[config.mk]
export PLATFORM = sky130hd
export DESIGN_NAME = descending_insertion_sorter
export DESIGN_NICKNAME = d
export VERILOG_FILES = /design/src/rtl/dis_pkg.sv /design/src/rtl/descending_insertion_sorter.sv /design/src/rtl/dis_cell.sv
export SDC_FILE = /design/constraint.sdc
export NUM_CORES = 2
export LEC_CHECK = 0
export BUFFER_PORTS_ARGS = -buffer_cell sky130_fd_sc_hd__buf_2
export CAP_MARGIN = 10
export CORE_UTILIZATION = 65
export DETAILED_ROUTE_END_ITERATION = 10
export MAX_ROUTING_LAYER = met4
export PLACE_DENSITY_LB_ADDON = 0.3
export SLEW_MARGIN = 20
export SYNTH_ARGS = -nofsm -noshare
export SYNTH_HDL_FRONTEND = slang
export SYNTH_HIERARCHICAL = 1
export SYNTH_SLANG_ARGS = --single-unit
[constraint.sdc]
create_clock -name clk_i -period 10.37 [get_ports clk_i]
set_clock_uncertainty 0.15 [all_clocks]
set_input_delay 0.5185 -clock clk_i [delete_from_list [all_inputs] [get_ports clk_i]]
set_output_delay 0.5185 -clock clk_i [all_outputs]
set_load 0.05 [all_outputs]
[src/rtl/dis_pkg.sv]
// ----------------------------------------------------------------------------
// dis_pkg
// Types and constants shared by the descending insertion sorter.
// ----------------------------------------------------------------------------
`default_nettype none

package dis_pkg;

  localparam int DIS_DATA_W       = 32;
  localparam int DIS_MAX_ELEMENTS = 32;

  typedef logic signed [DIS_DATA_W-1:0] dis_data_t;

  // per-cycle command broadcast to every cell
  typedef struct packed {
    logic insert;
    logic shift;
  } dis_ctl_t;

endpackage

`default_nettype wire

[src/rtl/descending_insertion_sorter.sv]
// ----------------------------------------------------------------------------
// descending_insertion_sorter
// Insertion sorter, largest first, built as a chain of compare-and-shift cells.
// ----------------------------------------------------------------------------
// An item is taken when start is high and busy is low. Every cell compares
// its value with the new one at the same time, so items may follow back to
// back. The item with last set is inserted too and then the whole set leaves
// through cell 0, one result per cycle on result_valid_o, while busy stays
// high through the final result. Results cannot be stalled: each is shown
// for one cycle only.
// Values that arrive while all MAX_ELEMENTS cells are in use are dropped, and
// every result of that set carries overflow_o.
// ----------------------------------------------------------------------------
`default_nettype none

module descending_insertion_sorter #(
  parameter int MAX_ELEMENTS = dis_pkg::DIS_MAX_ELEMENTS
) (
  input  wire               clk_i,
  input  wire               rst_ni,
  input  wire               start,
  output logic              busy,
  input  dis_pkg::dis_data_t value_i,
  input  wire               last_i,
  output logic              result_valid_o,
  output dis_pkg::dis_data_t sorted_value_o,
  output logic              final_res_o,
  output logic              overflow_o
);
  import dis_pkg::*;

  localparam int CW = $clog2(MAX_ELEMENTS + 1);

  typedef enum logic {
    ST_IDLE,
    ST_EMIT
  } state_e;

  state_e          state_q;
  logic [CW-1:0]   count_q;
  logic            dropped_q;

  logic            accept;
  logic            full;
  dis_ctl_t        ctl;
  dis_data_t       cell_value [MAX_ELEMENTS];
  logic            cell_stays [MAX_ELEMENTS];

  assign busy   = (state_q == ST_EMIT);
  assign accept = start && !busy;
  assign full   = (count_q == CW'(MAX_ELEMENTS));

  assign ctl.insert = accept && !full;
  assign ctl.shift  = busy;

  assign result_valid_o = busy;
  assign sorted_value_o = cell_value[0];
  assign final_res_o    = busy && (count_q == CW'(1));
  assign overflow_o     = dropped_q;

  for (genvar i = 0; i < MAX_ELEMENTS; i++) begin : g_cell
    logic      prev_stays;
    dis_data_t prev_value;
    dis_data_t next_value;

    if (i == 0) begin : g_head
      assign prev_stays = 1'b1;
      assign prev_value = value_i;
    end else begin : g_body
      assign prev_stays = cell_stays[i-1];
      assign prev_value = cell_value[i-1];
    end

    if (i == MAX_ELEMENTS - 1) begin : g_tail
      assign next_value = cell_value[i];
    end else begin : g_link
      assign next_value = cell_value[i+1];
    end

    dis_cell u_cell (
      .clk_i        (clk_i),
      .ctl_i        (ctl),
      .in_value_i   (value_i),
      .occupied_i   (CW'(i) < count_q),
      .prev_stays_i (prev_stays),
      .prev_value_i (prev_value),
      .next_value_i (next_value),
      .value_o      (cell_value[i]),
      .stays_o      (cell_stays[i])
    );
  end

  always_ff @(posedge clk_i or negedge rst_ni) begin
    if (!rst_ni) begin
      state_q   <= ST_IDLE;
      count_q   <= '0;
      dropped_q <= 1'b0;
    end else begin
      unique case (state_q)
        ST_IDLE: begin
          if (accept) begin
            if (full) begin
              dropped_q <= 1'b1;
            end else begin
              count_q <= count_q + CW'(1);
            end
            if (last_i) begin
              state_q <= ST_EMIT;
            end
          end
        end
        ST_EMIT: begin
          count_q <= count_q - CW'(1);
          if (count_q == CW'(1)) begin
            state_q   <= ST_IDLE;
            dropped_q <= 1'b0;
          end
        end
        default: begin
          state_q <= ST_IDLE;
        end
      endcase
    end
  end

endmodule

`default_nettype wire

[src/rtl/dis_cell.sv]
// ----------------------------------------------------------------------------
// dis_cell
// One slot of the insertion chain: keeps its value, takes the new value, or
// takes a neighbor's value, and tells the next slot whether it keeps its own.
// ----------------------------------------------------------------------------
`default_nettype none

module dis_cell (
  input  wire              clk_i,
  input  dis_pkg::dis_ctl_t ctl_i,
  input  dis_pkg::dis_data_t in_value_i,
  input  wire              occupied_i,
  input  wire              prev_stays_i,
  input  dis_pkg::dis_data_t prev_value_i,
  input  dis_pkg::dis_data_t next_value_i,
  output dis_pkg::dis_data_t value_o,
  output logic             stays_o
);
  import dis_pkg::*;

  dis_data_t value_q;
  dis_data_t value_d;

  // equal values stay ahead of the new one
  assign stays_o = occupied_i && (value_q >= in_value_i);
  assign value_o = value_q;

  always_comb begin
    value_d = value_q;
    if (ctl_i.insert) begin
      if (!stays_o) begin
        value_d = prev_stays_i ? in_value_i : prev_value_i;
      end
    end else if (ctl_i.shift) begin
      value_d = next_value_i;
    end
  end

  always_ff @(posedge clk_i) begin
    value_q <= value_d;
  end

endmodule

`default_nettype wire

==> qor.csv <==
metric,value,unit
status,"complete, no violations",
Fillers,8994,
clock latency on the worst-skew pair,0.73,ns
CP Launch Type,flop,
Port Buffers,71,
pin count of the biggest net entering global routing,227,
Max H-tree Level,3,
VDD IR max,0.199,mV
Layout area overhead,7.50,%
Reg-to-Reg End,g_cell[18].u_cell/value_o[24],
grt ovf,0,
Setup TNS,0,ns
first-pass GRT wire length,354,mm
die area,125000,um^2
Crit Path Class,flop to flop,
CP Max Fanout,221,
Tot Pwr,29900,uW
net switching power,13300,uW
gr usage total,0.366,
RSZ-0062 raised after global routing,no,
Ports,72,
Setup WS pre-CTS,4.96,ns
Die Height,353,um
reg2reg start,count_q[1],
TritonCTS clock tree,done,
via/cell ratio,6.52,
actual slew at the worst max-slew pin,1.29,ns
Hold Crit Class,primary input to flop,
Int Power,16600,uW
Starting Density,0.656,
# DRC,0,
reg2reg path depth,9,
layout cells sized above 1,0.0720,
WHS Endpoint,count_q[0],
Hold Crit Start,start,
Critical Path AT,5.80,ns
max_slew headroom,0.129,
clock root buffer,clkbuf_16,
proportion of power drawn by the clock network,0.137,
Hold Path Cell Cnt,3,
initial antenna violation count,5,
Syn Inst Count,8330,
initial drt markers,6681,
clock buffer depth,3,
synthesized area per cell,9.61,um^2
GP Congestion,0.943,
Routed WL,228,mm
post-CTS sizing,0,
yosys warns,6,
final worst slack,4.81,ns
number of max-cap violations,0,
Final Cycle Share,0.536,
"setup slack, reg-to-reg",4.81,ns
Leakage,0.0401,uW
"Reg clk slew, reported paths",0.06,ns
Mapped Area,80100,um^2
Final nets,9371,
hold_ws,0.0579,ns
Critical Path End Type,flop,
final hold vios,0,
WL/cell,22.7,um
CTS sink count,1032,
Pre-antenna DRT Iters,6,
Crit path required time,10.61,ns
syn nets,9394,
"Min Clock Period, post-route",5.56,ns
power per cell area,348,nW/um^2
fmax,180,MHz
Flop pwr share,0.357,
Switching Share,0.446,
via count,65400,
CTS buffer count,117,
row count,128,
core box area,122000,um^2
final setup fails,0,
Die Wd,353,um
Logic pwr share,0.506,
remaining antenna violation count,0,
fin. max-slew vios,0,
dpl hpwl,167,mm
vias in the first global route,65100,
cell type report:
cell class	instances	area, um^2	area share
Antenna cell	5	12.5	0.000145
Clock buffer	154	3210	0.0373
Clock inverter	64	475	0.00552
Multi-Input combinational cell	5902	43900	0.510
Timing Repair Buffer	219	1570	0.0183
Sequential cell	1032	31000	0.360
Inverter	1035	3880	0.0451
Tap cell	1625	2030	0.0236
worst max path at each step:
stage,from,end,slack (ns),depth (start not counted)
6_report,count_q[1],g_cell[18].u_cell/value_o[24],4.81,9
3_5_place_dp,count_q[1],g_cell[26].u_cell/value_o[27],4.96,9
3_3_place_gp,count_q[0],g_cell[18].u_cell/value_o[22],5.16,9
4_1_cts,count_q[1],g_cell[26].u_cell/value_o[0],4.93,10
5_1_grt,count_q[1],g_cell[18].u_cell/value_o[24],4.54,9
2_1_floorplan,busy,g_cell[0].u_cell/value_o[0],4.12,6
per-layer routing:
| metal | part of all wire | GRT usage | vias up |
|---|---|---|---|
| met3 | 0.082 | 0.0597 | 742 |
| met5 | 0 | - | - |
| li1 | - | - | 30000 |
| met1 | 0.39 | 0.443 | 31600 |
| met2 | 0.48 | 0.601 | 2978 |
| met4 | 0.047 | 0.166 | 0 |
stage by stage:
step	cells	cell area, um^2	util
5_1_grt	10000	86100	0.705
6_report	10000	86100	0.705
3_5_place_dp	9810	82300	0.674
2_1_floorplan	8330	80100	-
4_1_cts	10000	86000	0.705
3_3_place_gp	9810	82300	0.674
critical path, cell delays in order, from the launching register on:
cell     delay (ns)
dfrtp_1        0.46
inv_1          0.16
ha_1           0.33
or3b_1         0.35
nor2_1         0.14
nor2b_4        0.82
buf_12         0.68
buf_4          0.71
o32a_1         0.81
buf_4          0.38
cell usage in the layout (no fill, tap or decap), types with 32 or more instances in the layout:
cell type	count
buf_2	61
mux2i_1	1024
buf_4	149
a211oi_2	62
a211oi_1	33
nand2_1	266
nor3_1	33
nand3_1	62
nand4_1	129
nor3b_2	59
clkbuf_16	121
nor2_1	1067
edfxtp_1	1024
o31ai_1	33
a21oi_1	1410
and3_1	32
nand2b_1	35
nor2b_1	65
ha_1	1028
o21a_1	35
o21ai_1	63
a21o_1	67
and4_1	64
inv_1	1035
o21ai_0	73
registers in the layout, summed over array words and instances (netlist names):
register and flops:
overflow_o 1, g_cell.u_cell/value_o 1024, count_q 6, busy 1
power by group through the flow:
stage,logic (uW),registers [uW],clock network [uW]
6_report,15100,10700,4090
5_1_grt,16500,10900,4260
4_1_cts,14900,10600,4110
3_5_place_dp,14700,10700,0
3_3_place_gp,13900,10700,0
2_1_floorplan,11200,9640,0
timing repair:
item | CTS | global route
endpoints found under the hold margin | 9 | 0
buffers inserted | 0 | 0
hold buffers | 2 | 0
(Power assumes the default switching activity.)
